<file path="src/rtl/ffssa_pkg.sv">
package ffssa_pkg;

	// Fixed field widths of the request and result.
	localparam int ROUTE_W = 32;
	localparam int REQ_W   = 7;
	localparam int ACT_W   = 7;
	localparam int START_W = 6;

	localparam int NUM_LINKS_DEF = 32;
	localparam int MAX_SLOTS_DEF = 64;

	// Slots examined per cycle by the first-fit scan.
	localparam int SCAN_W = 8;

	localparam logic [ACT_W-1:0] ACT_RESET = 7'd64;

	localparam logic OP_ALLOC = 1'b0;
	localparam logic OP_CLEAR = 1'b1;

	typedef struct packed {
		logic load;
		logic clear;
		logic gather_rd;
		logic scan;
		logic mark_rd;
		logic out_load;
	} ffssa_cmd_t;

	typedef struct packed {
		logic is_clear;
		logic refuse;
		logic link_last;
		logic scan_hit;
		logic scan_last;
		logic out_free;
	} ffssa_sts_t;

endpackage

</file>
<file path="src/rtl/ffssa_ctrl.sv">
module ffssa_ctrl
	import ffssa_pkg::*;
(
	input  logic       clk,
	input  logic       arst_n,
	input  logic       in_valid,
	output logic       in_ready,
	input  ffssa_sts_t sts,
	output ffssa_cmd_t cmd
);

	typedef enum logic [2:0] {
		ST_IDLE,
		ST_DECIDE,
		ST_GATHER,
		ST_GWAIT,
		ST_SCAN,
		ST_MARK,
		ST_MWAIT,
		ST_DONE
	} state_t;

	state_t state_q;

	assign in_ready = (state_q == ST_IDLE);

	always_comb begin
		cmd           = '0;
		cmd.load      = (state_q == ST_IDLE) && in_valid;
		cmd.clear     = (state_q == ST_DECIDE) && sts.is_clear;
		cmd.gather_rd = (state_q == ST_GATHER);
		cmd.scan      = (state_q == ST_SCAN);
		cmd.mark_rd   = (state_q == ST_MARK);
		cmd.out_load  = (state_q == ST_DONE) && sts.out_free;
	end

	always_ff @(posedge clk or negedge arst_n) begin
		if (!arst_n) begin
			state_q <= ST_IDLE;
		end else begin
			unique case (state_q)
				ST_IDLE: begin
					if (in_valid) state_q <= ST_DECIDE;
				end
				ST_DECIDE: begin
					if (sts.is_clear || sts.refuse) state_q <= ST_DONE;
					else state_q <= ST_GATHER;
				end
				ST_GATHER: begin
					if (sts.link_last) state_q <= ST_GWAIT;
				end
				ST_GWAIT: begin
					state_q <= ST_SCAN;
				end
				ST_SCAN: begin
					if (sts.scan_hit) state_q <= ST_MARK;
					else if (sts.scan_last) state_q <= ST_DONE;
				end
				ST_MARK: begin
					if (sts.link_last) state_q <= ST_MWAIT;
				end
				ST_MWAIT: begin
					state_q <= ST_DONE;
				end
				ST_DONE: begin
					if (sts.out_free) state_q <= ST_IDLE;
				end
				default: state_q <= ST_IDLE;
			endcase
		end
	end

endmodule

</file>
<file path="src/rtl/ffssa_dp.sv">
module ffssa_dp
	import ffssa_pkg::*;
#(
	parameter int NUM_LINKS = NUM_LINKS_DEF,
	parameter int MAX_SLOTS = MAX_SLOTS_DEF
) (
	input  logic                clk,
	input  logic                arst_n,
	input  logic                cfg_we,
	input  logic [ACT_W-1:0]    cfg_wdata,
	input  logic                in_op,
	input  logic [ROUTE_W-1:0]  in_route_mask,
	input  logic [REQ_W-1:0]    in_slot_request,
	output logic                out_valid,
	input  logic                out_ready,
	output logic                out_granted,
	output logic [START_W-1:0]  out_start_slot,
	input  ffssa_cmd_t          cmd,
	output ffssa_sts_t          sts
);

	// Links that a route mask can name.
	localparam int NLINK   = (NUM_LINKS < ROUTE_W) ? NUM_LINKS : ROUTE_W;
	localparam int LINK_W  = (NLINK > 1) ? $clog2(NLINK) : 1;
	localparam int ADDR_W  = (NUM_LINKS > 1) ? $clog2(NUM_LINKS) : 1;
	localparam int NCHUNK  = (MAX_SLOTS + SCAN_W - 1) / SCAN_W;
	localparam int CHUNK_W = (NCHUNK > 1) ? $clog2(NCHUNK) : 1;
	localparam int PAD_W   = NCHUNK * SCAN_W;

	// Occupancy store, one word per link; an entry whose valid bit is low reads as free.
	logic [MAX_SLOTS-1:0] mem_q [NUM_LINKS];
	logic [NUM_LINKS-1:0] valid_q;

	logic [ACT_W-1:0]     act_q;
	logic                 op_q;
	logic [NLINK-1:0]     mask_q;
	logic [REQ_W-1:0]     req_q;
	logic [LINK_W-1:0]    link_q;
	logic [MAX_SLOTS-1:0] busy_q;
	logic [CHUNK_W-1:0]   chunk_q;
	logic [REQ_W-1:0]     run_q;
	logic                 found_q;
	logic [START_W-1:0]   start_q;
	logic [START_W-1:0]   end_q;

	logic                 gath_s1;
	logic                 mark_s1;
	logic                 hit_s1;
	logic                 vld_s1;
	logic [ADDR_W-1:0]    addr_s1;
	logic [MAX_SLOTS-1:0] rd_data_s1;

	logic                 out_valid_q;
	logic                 out_granted_q;
	logic [START_W-1:0]   out_start_q;

	logic [ADDR_W-1:0]    rd_addr;
	logic [ACT_W-1:0]     act_eff;
	logic [PAD_W-1:0]     busy_pad;
	logic [SCAN_W-1:0]    chunk_busy;
	logic [REQ_W-1:0]     scan_run;
	logic                 scan_hit;
	logic [START_W-1:0]   scan_end;
	logic [ACT_W-1:0]     slot_idx;
	logic [MAX_SLOTS-1:0] mark_bits;
	logic [MAX_SLOTS-1:0] old_word;

	assign rd_addr    = ADDR_W'(link_q);
	assign act_eff    = (act_q > ACT_W'(MAX_SLOTS)) ? ACT_W'(MAX_SLOTS) : act_q;
	assign busy_pad   = PAD_W'(busy_q);
	assign chunk_busy = busy_pad[chunk_q*SCAN_W +: SCAN_W];

	// One chunk of the first-fit scan: the run length carries over from the previous chunk.
	always_comb begin
		scan_run = run_q;
		scan_hit = 1'b0;
		scan_end = '0;
		slot_idx = '0;
		for (int j = 0; j < SCAN_W; j++) begin
			slot_idx = ACT_W'(chunk_q) * ACT_W'(SCAN_W) + ACT_W'(j);
			if (!scan_hit) begin
				if ((slot_idx < act_eff) && !chunk_busy[j]) begin
					scan_run = REQ_W'(scan_run + 1'b1);
					if (scan_run == req_q) begin
						scan_hit = 1'b1;
						scan_end = START_W'(slot_idx);
					end
				end else begin
					scan_run = '0;
				end
			end
		end
	end

	always_comb begin
		for (int s = 0; s < MAX_SLOTS; s++) begin
			mark_bits[s] = (START_W'(s) >= start_q) && (START_W'(s) <= end_q);
		end
	end

	assign old_word = vld_s1 ? rd_data_s1 : '0;

	always_comb begin
		sts           = '0;
		sts.is_clear  = (op_q == OP_CLEAR);
		sts.refuse    = !(|mask_q) || (req_q == '0);
		sts.link_last = (link_q == LINK_W'(NLINK - 1));
		sts.scan_hit  = scan_hit;
		sts.scan_last = (chunk_q == CHUNK_W'(NCHUNK - 1));
		sts.out_free  = !out_valid_q || out_ready;
	end

	always_ff @(posedge clk) begin
		rd_data_s1 <= mem_q[rd_addr];
		if (mark_s1 && hit_s1) begin
			mem_q[addr_s1] <= old_word | mark_bits;
		end
	end

	always_ff @(posedge clk or negedge arst_n) begin
		if (!arst_n) begin
			valid_q <= '0;
		end else if (cmd.clear) begin
			valid_q <= '0;
		end else if (mark_s1 && hit_s1) begin
			valid_q[addr_s1] <= 1'b1;
		end
	end

	always_ff @(posedge clk or negedge arst_n) begin
		if (!arst_n) begin
			act_q <= ACT_RESET;
		end else if (cfg_we) begin
			act_q <= cfg_wdata;
		end
	end

	always_ff @(posedge clk or negedge arst_n) begin
		if (!arst_n) begin
			gath_s1     <= 1'b0;
			mark_s1     <= 1'b0;
			link_q      <= '0;
			chunk_q     <= '0;
			found_q     <= 1'b0;
			out_valid_q <= 1'b0;
		end else begin
			gath_s1 <= cmd.gather_rd;
			mark_s1 <= cmd.mark_rd;
			if (cmd.load) begin
				link_q  <= '0;
				chunk_q <= '0;
				found_q <= 1'b0;
			end else begin
				if (cmd.gather_rd || cmd.mark_rd) begin
					link_q <= sts.link_last ? '0 : LINK_W'(link_q + 1'b1);
				end
				if (cmd.scan) begin
					chunk_q <= CHUNK_W'(chunk_q + 1'b1);
					if (scan_hit) found_q <= 1'b1;
				end
			end
			if (cmd.out_load) begin
				out_valid_q <= 1'b1;
			end else if (out_ready) begin
				out_valid_q <= 1'b0;
			end
		end
	end

	always_ff @(posedge clk) begin
		hit_s1  <= mask_q[link_q];
		vld_s1  <= valid_q[rd_addr];
		addr_s1 <= rd_addr;
		if (cmd.load) begin
			op_q   <= in_op;
			mask_q <= in_route_mask[NLINK-1:0];
			req_q  <= in_slot_request;
			busy_q <= '0;
			run_q  <= '0;
		end else begin
			if (gath_s1 && hit_s1) begin
				busy_q <= busy_q | old_word;
			end
			if (cmd.scan) begin
				run_q <= scan_run;
				if (scan_hit) begin
					end_q   <= scan_end;
					start_q <= START_W'(scan_end - START_W'(req_q) + 1'b1);
				end
			end
		end
		if (cmd.out_load) begin
			out_granted_q <= found_q;
			out_start_q   <= found_q ? start_q : '0;
		end
	end

	assign out_valid      = out_valid_q;
	assign out_granted    = out_granted_q;
	assign out_start_slot = out_start_q;

endmodule

</file>
<file path="src/rtl/first_fit_spectrum_slot_allocator.sv">
// First-fit spectrum slot allocator. One occupancy bitmap per link is held in a memory with one
// read and one write port. An allocate request ORs the bitmaps of the route's links, reading
// one link per cycle, then scans the active slots eight per cycle for the lowest free run as
// long as the request, and if one is found rewrites each route link with the run marked busy,
// again one link per cycle. Each pass over the memory visits L = min(NUM_LINKS, 32) links; a
// request refused by the scan skips the marking pass, and a clear or an empty/zero request
// skips all passes.
// Clear empties all bitmaps at once through per-link valid bits. A finished result sits in an
// output register, so a new request is accepted while it waits. Write active_slots only while
// the block is idle.
module first_fit_spectrum_slot_allocator
	import ffssa_pkg::*;
#(
	parameter int NUM_LINKS = NUM_LINKS_DEF,
	parameter int MAX_SLOTS = MAX_SLOTS_DEF
) (
	input  logic             clk,
	input  logic             arst_n,
	input  logic             cfg_we,
	input  logic [ACT_W-1:0] cfg_wdata,      // active_slots
	input  logic             s_axis_tvalid,
	output logic             s_axis_tready,
	input  logic [39:0]      s_axis_tdata,   // route_mask[31:0], slot_request[38:32], zero
	input  logic [0:0]       s_axis_tuser,   // operation[0]
	output logic             m_axis_tvalid,
	input  logic             m_axis_tready,
	output logic [7:0]       m_axis_tdata,   // start_slot[5:0], zero
	output logic [0:0]       m_axis_tuser    // granted[0]
);

	ffssa_cmd_t         cmd;
	ffssa_sts_t         sts;
	logic [START_W-1:0] start_slot;

	ffssa_ctrl u_ctrl (
		.clk      (clk),
		.arst_n   (arst_n),
		.in_valid (s_axis_tvalid),
		.in_ready (s_axis_tready),
		.sts      (sts),
		.cmd      (cmd)
	);

	ffssa_dp #(
		.NUM_LINKS (NUM_LINKS),
		.MAX_SLOTS (MAX_SLOTS)
	) u_dp (
		.clk             (clk),
		.arst_n          (arst_n),
		.cfg_we          (cfg_we),
		.cfg_wdata       (cfg_wdata),
		.in_op           (s_axis_tuser[0]),
		.in_route_mask   (s_axis_tdata[ROUTE_W-1:0]),
		.in_slot_request (s_axis_tdata[ROUTE_W+REQ_W-1:ROUTE_W]),
		.out_valid       (m_axis_tvalid),
		.out_ready       (m_axis_tready),
		.out_granted     (m_axis_tuser[0]),
		.out_start_slot  (start_slot),
		.cmd             (cmd),
		.sts             (sts)
	);

	assign m_axis_tdata = {2'b00, start_slot};

endmodule

</file>
<file path="config.mk">
export PLATFORM = sky130hd
export DESIGN_NAME = first_fit_spectrum_slot_allocator
export DESIGN_NICKNAME = d
export VERILOG_FILES = /design/src/rtl/ffssa_pkg.sv /design/src/rtl/ffssa_ctrl.sv /design/src/rtl/ffssa_dp.sv /design/src/rtl/first_fit_spectrum_slot_allocator.sv
export SDC_FILE = /design/constraint.sdc
export NUM_CORES = 2
export LEC_CHECK = 0
export ABC_CLOCK_PERIOD_IN_PS = 15400
export BUFFER_PORTS_ARGS = -buffer_cell sky130_fd_sc_hd__buf_2
export CORE_UTILIZATION = 60
export DETAILED_ROUTE_END_ITERATION = 10
export GPL_TIMING_DRIVEN = 0
export HOLD_SLACK_MARGIN = 0.08
export PLACE_DENSITY = 0.76
export SYNTH_ARGS = -nofsm -noshare
export SYNTH_HDL_FRONTEND = slang
export SYNTH_SLANG_ARGS = --single-unit
</file>
<file path="constraint.sdc">
create_clock -name clk -period 15.4 [get_ports clk]
set_input_delay 0 -clock clk [delete_from_list [all_inputs] [get_ports clk]]
set_output_delay 0 -clock clk [all_outputs]
set_load 0.05 [all_outputs]
</file>
==> summary.txt <==
status -> complete, but fails checks
violated checks -> max-capacitance violations, max-slew violations
routed vias -> 53.3k
total track usage -> 36.2%
largest area contributor in the netlist -> edfxtp_1
RSZ-0062 raised after global routing -> no
largest net degree at the start of global routing -> 54
Routed WL -> 280,000 um
core area -> 0.153 mm2
CTS tree -> done
final core occ -> 70.3%
Worst EP arrival -> 14.96 ns
reg-to-reg startpoint -> u_dp.chunk_q[1]
Area after DPL -> 0.0990 mm2
Commonest cells post-synth -> edfxtp_1 (2,107), mux4_2 (675), nor2_1 (197), clkbuf_1 (169), nand2_1 (150)
Fmax achieved -> 69.3 MHz
clock network power share -> 25.0%
ys async rst share -> 2.34%
Top FF cell, synth -> edfxtp_1
Hold Startpoint -> cfg_we
Synth area leaders -> edfxtp_1 (68%), mux4_2 (16%), dfxtp_1 (3.1%)
post-route insts no fill -> 7,388
Slew @ Worst Pin -> 1.70 ns
Crit path top cell by count -> ha_1
clock buffer depth -> 3
P per Cell Area -> 202 mW/mm2
DRT iter0 DRCs -> 8,222
Synth top area share -> 68.1%
FF-to-FF End -> u_dp.start_q[5]
Setup TNS -> 0 ns
Comb power frac -> 37.3%
FP Rows -> 143
Post-Syn Instances -> 4,633
synthesized area -> 0.0928 mm2
Sw Pwr -> 7.68 mW
first-pass GRT wire length -> 393,000 um
CTS Buf Count -> 218
Unique masters post-synth -> 118
H-tree depth -> 4
Seq/Total Area, Yosys -> 72.7%
path depth of the worst reg2reg path -> 51
die area -> 0.156 mm2
Final Slew Violations -> 46
worst slack at placement -> 0.452 ns
worst-path fanout max -> 10
number of global-route vias before repair -> 53.0k
Syn. warnings -> 0
die height -> 395 um
peak supply drop -> 0.130 mV
Initial DRT Pass Iterations -> 6
Slew HR -> -13.2%
Die W -> 395 um
crit end category -> flip-flop
total clock sinks -> 2,303
initial antenna violation count -> 8
wire length per cell -> 38.0 um
# fillers -> 8,931
flop2flop setup slack -> 0.96 ns
minimum hold slack -> 0.208 ns
drc violations -> 0
FF+latch count, synth -> 2,303
startpoint class of the critical path -> flip-flop
area delta synth->final -> 15.7%
syn_area_per_cell -> 20.0 um2
Final ANT Viol Nets -> 0
Placer Congestion -> 0.977
Final Hold Fails -> 0
sw frac -> 35.4%
I/O pins -> 64
worst hold path type -> input pin to flip-flop
Final setup viols -> 0
Via density -> 7.22
Critical Path RT -> 15.93 ns
layout net count -> 5,241
EDFF count, synth -> 2,107
hold worst-path end -> u_dp.act_q[0]
Final min period -> 14.44 ns
# port buffers -> 59
CTS Root Cell -> clkbuf_16
Clk pin slew, worst setup/hold paths -> 0.07 ns
clk_skew -> 0.0831 ns
type of the worst setup path -> flip-flop to flip-flop
Initial Util -> 60.8%
Design Power -> 21.7 mW
Placed Cells -> 6,862
leakage power -> 34.4 nW
worst setup margin -> 0.963 ns
hold path cells -> 3
Final HPWL DP -> 169,000 um
Max-Cap Viols -> 4
Seq pwr share -> 37.7%
most frequent cell after synthesis -> edfxtp_1
max incr delay on CP -> 0.67 ns
Skew-Pair Late Insertion Delay -> 0.89 ns
Slowest-stage cell, CP -> dfrtp_1
share of layout cells above drive strength 1 -> 27.3%
post-route cell area -> 0.107 mm2
GRT Residual Overflow -> 0
Internal Power -> 14.0 mW
period utilization -> 93.7%
what timing repair did:
item | 4_1_cts | 5_1_grt
setup buffers | 0 | 1
gates resized for setup | 0 | 11
hold buffers | 108 | 0
endpoints found under the setup margin | 0 | 1
hold endpoints to repair | 121 | 0
worst max-delay path: cells and delay by family, from the launching register on:
kind | cells | cell delay (ns)
and+or+nand+nor | 10 | 2.77
xor gates and xnor gates | 1 | 0.16
muxes | 3 | 1.27
AOI/OAI and AO/OA | 21 | 5.22
DFF | 1 | 0.67
adders and majority gates | 7 | 2.29
buffers and inverters | 9 | 1.76
power groups by stage:
stage	sequential [mW]	combinational, mW	clock (mW)
2_1_floorplan	8.18	5.13	0
3_3_place_gp	8.35	7.39	0
3_5_place_dp	8.28	7.79	0
4_1_cts	8.16	7.95	5.43
5_1_grt	8.20	8.47	5.66
6_report	8.19	8.09	5.43
routing by layer:
| layer | vias up | global-route usage [%] | share of wire, % |
|---|---|---|---|
| li1 | 20500 | - | - |
| met1 | 27600 | 47.0 | 34 |
| met2 | 4375 | 57.9 | 48 |
| met3 | 891 | 9.38 | 12 |
| met4 | 8 | 17.0 | 5.5 |
| met5 | - | 0 | 0.025 |
worst max-delay path by stage:
| stage | startpoint | end | slack, ns | depth (start not counted) |
|---|---|---|---|---|
| 2_1_floorplan | u_dp.act_q[6] | u_dp.start_q[5] | 3.74 | 58 |
| 3_3_place_gp | u_dp.chunk_q[0] | u_dp.start_q[5] | 0.63 | 58 |
| 3_5_place_dp | u_dp.chunk_q[0] | u_dp.start_q[5] | 0.45 | 58 |
| 4_1_cts | u_dp.chunk_q[0] | u_dp.start_q[5] | 0.44 | 58 |
| 5_1_grt | u_dp.chunk_q[0] | u_dp.start_q[5] | 0.01 | 55 |
| 6_report | u_dp.chunk_q[1] | u_dp.start_q[5] | 0.96 | 51 |
cells in the final DEF (no fill, tap or decap), drive strengths merged, types with 19 or more instances in the layout:
cell and instances:
mux2i 21, o21a 46, buf 303, o21ai 96
and3 22, nand2 150, nand3 52, inv 39
nand4 19, mux4 675, clkinv 82, dlygate4sd3 107
or3 20, nor4 27, nor2 199, nor3 45
a21oi 77, and2 26, mux2 81, edfxtp 2107
a31oi 89, ha 25, dfrtp 53, xnor2 37
o22ai 20, dfxtp 142, clkbuf 477
state kept, by name, summed over array words and instances, names as in the netlist, 7 cells and up:
register         count
u_dp.rd_data_s1     64
u_dp.busy_pad       64
u_dp.mask_q         32
u_dp.valid_q        32
u_dp.req_q           7
u_dp.mem_q        2048
u_dp.run_q           7
u_dp.act_q           7
area by class of cell:
cell class	instances	area, um2	share of cell area (%)
clock inverters	107	1140	1.06
multi-input cells	2022	24600	22.9
repair buffers	308	4240	3.95
flip-flops and latches	2303	67500	62.8
plain buffers	274	1220	1.13
diodes	4	10.0	0.00932
well taps	2030	2540	2.36
inverters	35	131	0.122
clock buffers	305	6110	5.69
cells by family (layout without fill, tap and decap cells):
group                    Yosys count  count (layout)  synth area share (%)
AO/OA/AOI/OAI                    522             522                  3.95
XOR/XNOR                          53              53                 0.546
adder cells (fa/ha/maj)           26              26                 0.358
buffers and inverters            309            1029                  1.43
flip-flops                      2303            2303                  72.7
multiplexers                     777             777                  17.6
other                              1               6               0.00404
AND/OR/NAND/NOR                  642             642                  3.44
Note: power is estimated with default switching activity, not from simulation.
